==> src/hdl/kcs_pkg.sv <==
// kcs_pkg: request and status codes plus keyframe record types for the
// keyframe curve sampler; no dependencies
`timescale 1ns / 1ps
`default_nettype none

package kcs_pkg;

    localparam logic [1:0] REQ_CLEAR  = 2'd0;
    localparam logic [1:0] REQ_APPEND = 2'd1;
    localparam logic [1:0] REQ_SAMPLE = 2'd2;

    localparam logic [2:0] STAT_VALUE   = 3'd0;
    localparam logic [2:0] STAT_EMPTY   = 3'd1;
    localparam logic [2:0] STAT_STORED  = 3'd2;
    localparam logic [2:0] STAT_FULL    = 3'd3;
    localparam logic [2:0] STAT_CLEARED = 3'd4;

    typedef struct packed {
        logic signed [31:0] z;
        logic signed [31:0] y;
        logic signed [31:0] x;
    } vec_t;

    typedef struct packed {
        vec_t               v;
        logic signed [31:0] t;
    } key_t;

endpackage

`default_nettype wire

==> src/hdl/kcs_interp.sv <==
// kcs_interp: weight division (restoring, one quotient bit per cycle) and
// three component lerps through one shared multiplier; depends on kcs_pkg
`timescale 1ns / 1ps
`default_nettype none

module kcs_interp
    import kcs_pkg::*;
#(
    parameter int FRAC_BITS = 16
) (
    input  wire         aclk,
    input  wire         aresetn,
    input  wire         start,
    input  wire  [31:0] num,
    input  wire  [31:0] den,
    input  vec_t        v0,
    input  vec_t        v1,
    output logic        done,
    output vec_t        res
);

    localparam int WW  = FRAC_BITS + 1;
    localparam int SCW = $clog2(WW + 1);
    localparam int PW  = 33 + WW + 1;

    typedef enum logic [1:0] {I_IDLE, I_DIV, I_MUL} istate_t;

    istate_t                 state_reg;
    logic [SCW-1:0]          step_reg;
    logic [32:0]             rem_reg;
    logic [31:0]             den_reg;
    logic                    den_zero_reg;
    logic [WW-1:0]           q_reg;
    vec_t                    v0_reg;
    logic signed [32:0]      dx_reg, dy_reg, dz_reg;
    logic [1:0]              mcnt_reg;
    logic signed [PW-1:0]    prod_reg;
    vec_t                    res_reg;
    logic                    done_reg;

    logic [33:0]             rem_sub;
    logic                    ge;
    logic [WW-1:0]           wq;
    logic signed [32:0]      mul_a;
    logic signed [PW-1:0]    prod_next;
    logic signed [PW-1:0]    prod_sh;
    logic [1:0]              sel_prev;
    logic signed [31:0]      v0_sel;
    logic signed [31:0]      sum;

    assign rem_sub   = {1'b0, rem_reg} - {2'b00, den_reg};
    assign ge        = ~rem_sub[33];
    assign wq        = den_zero_reg ? '0 : q_reg;
    assign prod_next = mul_a * $signed({1'b0, wq});
    assign prod_sh   = prod_reg >>> FRAC_BITS;
    assign sel_prev  = mcnt_reg - 2'd1;
    assign sum       = v0_sel + $signed(prod_sh[31:0]);

    always_comb begin
        case (mcnt_reg)
            2'd0:    mul_a = dx_reg;
            2'd1:    mul_a = dy_reg;
            default: mul_a = dz_reg;
        endcase
    end

    always_comb begin
        case (sel_prev)
            2'd0:    v0_sel = v0_reg.x;
            2'd1:    v0_sel = v0_reg.y;
            default: v0_sel = v0_reg.z;
        endcase
    end

    always_ff @(posedge aclk) begin
        if (!aresetn) begin
            state_reg <= I_IDLE;
            done_reg  <= 1'b0;
        end else begin
            done_reg <= 1'b0;
            unique case (state_reg)
                I_IDLE: begin
                    if (start) begin
                        rem_reg      <= {1'b0, num};
                        den_reg      <= den;
                        den_zero_reg <= (den == 32'd0);
                        step_reg     <= '0;
                        v0_reg       <= v0;
                        dx_reg       <= {v1.x[31], v1.x} - {v0.x[31], v0.x};
                        dy_reg       <= {v1.y[31], v1.y} - {v0.y[31], v0.y};
                        dz_reg       <= {v1.z[31], v1.z} - {v0.z[31], v0.z};
                        state_reg    <= I_DIV;
                    end
                end
                I_DIV: begin
                    q_reg   <= {q_reg[WW-2:0], ge};
                    rem_reg <= ge ? {rem_sub[31:0], 1'b0} : {rem_reg[31:0], 1'b0};
                    if (step_reg == SCW'(WW - 1)) begin
                        mcnt_reg  <= 2'd0;
                        state_reg <= I_MUL;
                    end else begin
                        step_reg <= step_reg + 1'b1;
                    end
                end
                I_MUL: begin
                    if (mcnt_reg != 2'd3) begin
                        prod_reg <= prod_next;
                    end
                    if (mcnt_reg != 2'd0) begin
                        case (sel_prev)
                            2'd0:    res_reg.x <= sum;
                            2'd1:    res_reg.y <= sum;
                            default: res_reg.z <= sum;
                        endcase
                    end
                    if (mcnt_reg == 2'd3) begin
                        done_reg  <= 1'b1;
                        state_reg <= I_IDLE;
                    end
                    mcnt_reg <= mcnt_reg + 2'd1;
                end
                default: state_reg <= I_IDLE;
            endcase
        end
    end

    assign done = done_reg;
    assign res  = res_reg;

endmodule

`default_nettype wire

==> config.mk <==
export PLATFORM = sky130hd
export DESIGN_NAME = kcs_interp
export DESIGN_NICKNAME = d
export VERILOG_FILES = /design/src/hdl/kcs_pkg.sv /design/src/hdl/kcs_interp.sv
export SDC_FILE = /design/constraint.sdc
export NUM_CORES = 2
export LEC_CHECK = 0
export ABC_AREA = 1
export BUFFER_PORTS_ARGS = -buffer_cell sky130_fd_sc_hd__buf_4
export CORE_UTILIZATION = 28
export CTS_CLUSTER_DIAMETER = 100
export CTS_CLUSTER_SIZE = 40
export DETAILED_ROUTE_END_ITERATION = 7
export SLEW_MARGIN = 20
export SYNTH_ARGS = -nofsm -noshare
export SYNTH_HDL_FRONTEND = slang
export SYNTH_SLANG_ARGS = --single-unit
==> constraint.sdc <==
create_clock -name aclk -period 15.62 [get_ports aclk]
set_clock_uncertainty 0.05 [all_clocks]
set_input_delay 0 -clock aclk [delete_from_list [all_inputs] [get_ports aclk]]
set_output_delay 0 -clock aclk [all_outputs]
set_load 0.02 [all_outputs]
==> results.json <==
{
  "grt_max_degree": 75,
  "maxCapViolations": 0,
  "worstPathArrival_ps": 8940,
  "grt_overflow": 0,
  "cts_buffers": 22,
  "ys_seq_area_share_pct": 27.6,
  "hold_path_depth": 4,
  "portBuffers": 355,
  "placementRows": 146,
  "h-tree-depth": 1,
  "ys_warn_count": 0,
  "start_util_pct": 28.4,
  "syn2layout_area_growth_pct": 19.6,
  "fill_cells": 16600,
  "post-route-util_pct": 33.9,
  "dr.pass1.iters": 6,
  "synth-main-ff-cell": "edfxtp_1",
  "mostFrequentLayoutCells": "inv_1 (1,253), nand2_1 (1,200), nor2_1 (614), fa_1 (519), edfxtp_1 (413)",
  "syn-num-nets": 6518,
  "synth_edf_count": 413,
  "startpoint_type": "register",
  "outcome": "finished clean",
  "irDropWorstVdd_mv": 0.178,
  "ys_types": 48,
  "clk_path_buf_depth": 3,
  "dp_hpwl_um": 142000,
  "gp_congestion": 0.988,
  "min_period_ps": 8630,
  "syn_inst": 5465,
  "reg2reg_depth": 23,
  "min_period_over_period_pct": 55.2,
  "wire_per_inst_um": 21.0,
  "path_clk_slew_ps": 130,
  "maxSlewViolCount": 0,
  "drive_gt1_share_pct": 8.52,
  "syn_area_um2": 45100,
  "drtIter0Drc": 3731,
  "antenna_left": 0,
  "setup_slack_ps": 6990,
  "path_max_fanout": 19,
  "avgSynthCellArea_um2": 8.25,
  "die_h_um": 403,
  "slowest_stage": "clkinv_1",
  "totalWireLength_um": 172000,
  "num_vias": 39600,
  "die_area_um2": 163000,
  "placed_cells": 7903,
  "layout_commonest_cell": "inv_1",
  "via_per_inst": 4.83,
  "postCtsSetupRepairBufs": 0,
  "cts_tree": "done",
  "crit_path_frequent_cell": "fa_1",
  "grt_pass1_wl_um": 252000,
  "nets": 7092,
  "cp.required_ps": 15940,
  "p_leak_nw": 25.9,
  "antenna_found_initial": 16,
  "drc": 0,
  "worst_setup_path_end_kind": "register",
  "holdWs_ps": 9.77,
  "max_freq_ghz": 0.116,
  "io_pins": 356,
  "cts.sink_count": 416,
  "tns_ps": 0,
  "root_buffer": "clkbuf_16",
  "tightest_slew_ps": 1110,
  "criticalPathCategory": "reg2reg",
  "post-place-ws_ps": 7300,
  "async_reset_ff_share_pct": 0,
  "grt_usage_pct": 20.8,
  "rsz0062_at_grt": "no",
  "grt_pass1_vias": 39500,
  "die_w_um": 403,
  "p_per_area_nw_per_um2": 151,
  "clock_latency_ps": 640,
  "hold_path.class": "in2reg",
  "max_stage_delay_ps": 1140,
  "ys_ff_latch": 416,
  "slew_headroom_pct": 25.9,
  "final_cells": 8204,
  "setup_viol": 0,
  "fp.coreArea_um2": 159000,
  "worstPathCellList": "clkinv_1 > nand2_1 > clkinv_1 > nand2_1 > fa_1 > inv_1 > fa_1 > fa_1 > fa_1 > fa_1 > inv_1 > fa_1 > inv_1 > ha_1 > nand2_1 > nor2_1 > inv_1 > nor2_1 > inv_1 > nor2_1 > nand4_1 > nand4_1 > nand2_1",
  "hold_violations": 0
}
[final cells by class]
type / instances / area [um^2] / area share (%)
clock inverter: 16 / 400 / 0.742
tap: 2146 / 2690 / 4.98
sequential: 416 / 12500 / 23.1
antenna: 4 / 10.0 / 0.0186
inverter: 1273 / 4780 / 8.86
clock buffer: 23 / 576 / 1.07
multi-input combinational: 3668 / 27500 / 50.9
timing repair buffer: 658 / 5590 / 10.4
[cells by family after synthesis]
family,count (synthesis),synth area share [%]
compound gates,546,7.40
xor+xnor,142,2.76
fa+ha+maj,794,30.7
buf+inv,1381,11.7
flops,416,27.6
simple gates,2186,19.9
[through the flow]
stage | cell area (um^2) | power [mW]
floorplan | 45100 | 5.30
global placement | 50400 | 7.22
detailed placement | 50400 | 7.21
CTS | 53900 | 8.10
global route | 53900 | 8.78
finish | 54000 | 8.12
[Yosys cell counts (16+ instances only)]
cell type	instances	area, um^2
xor2_1	105	920
o21ai_0	144	721
nor3_1	30	150
clkbuf_1	63	236
nand4_1	90	563
nand3_1	177	886
nand2_1	1203	4520
fa_1	519	10400
o21bai_1	16	120
a221o_1	31	310
a21o_1	32	240
xnor2_1	37	324
edfxtp_1	413	12400
buf_2	35	175
a31oi_1	36	225
ha_1	275	3440
inv_1	1253	4700
a21oi_1	212	1060
nor2_1	620	2330
a22o_1	31	272
[path summary, 6_finish.rpt]
kind	from	to	slack, ps
worst max register to register	den_zero_reg$_DFFE_PP_	prod_reg[38]$_DFFE_PP_	6990
worst max-delay path	den_zero_reg$_DFFE_PP_	prod_reg[38]$_DFFE_PP_	6990
worst min register to register	q_reg[1]$_DFFE_PP_	q_reg[2]$_DFFE_PP_	410
worst min-delay path	v1[25]	dx_reg[25]$_DFFE_PP_	10
[power by group]
group	internal (mW)	leakage (nW)	switching (mW)
Clock	0.335	0.447	0.488
Combinational	1.95	21.7	3.85
Sequential	1.48	3.83	0.0249
Total	3.76	25.9	4.36
[layer usage]
layer	GRT usage (%)	up-vias	part of all wire [%]
li1	-	18100	-
met1	28.5	19500	43
met2	33.6	1779	45
met3	3.05	279	7.8
met4	6.91	8	3.9
met5	0	-	0.028
[repair_timing]
| item | in CTS | in global routing |
|---|---|---|
| endpoints found under the hold margin | 284 | 0 |
| hold buffers | 258 | 0 |
| endpoints found under the setup margin | 0 | 0 |
| resized for setup | 0 | 0 |
[critical path, delay by kind of cell, from the launching register on]
| family | cells | cell delay, ps |
|---|---|---|
| adder cells (fa/ha/maj) | 7 | 3350 |
| flip-flops | 1 | 390 |
| AND/OR/NAND/NOR | 9 | 2530 |
| buffers and inverters | 7 | 2020 |
No activity file was read; power rests on OpenSTA's default activity.
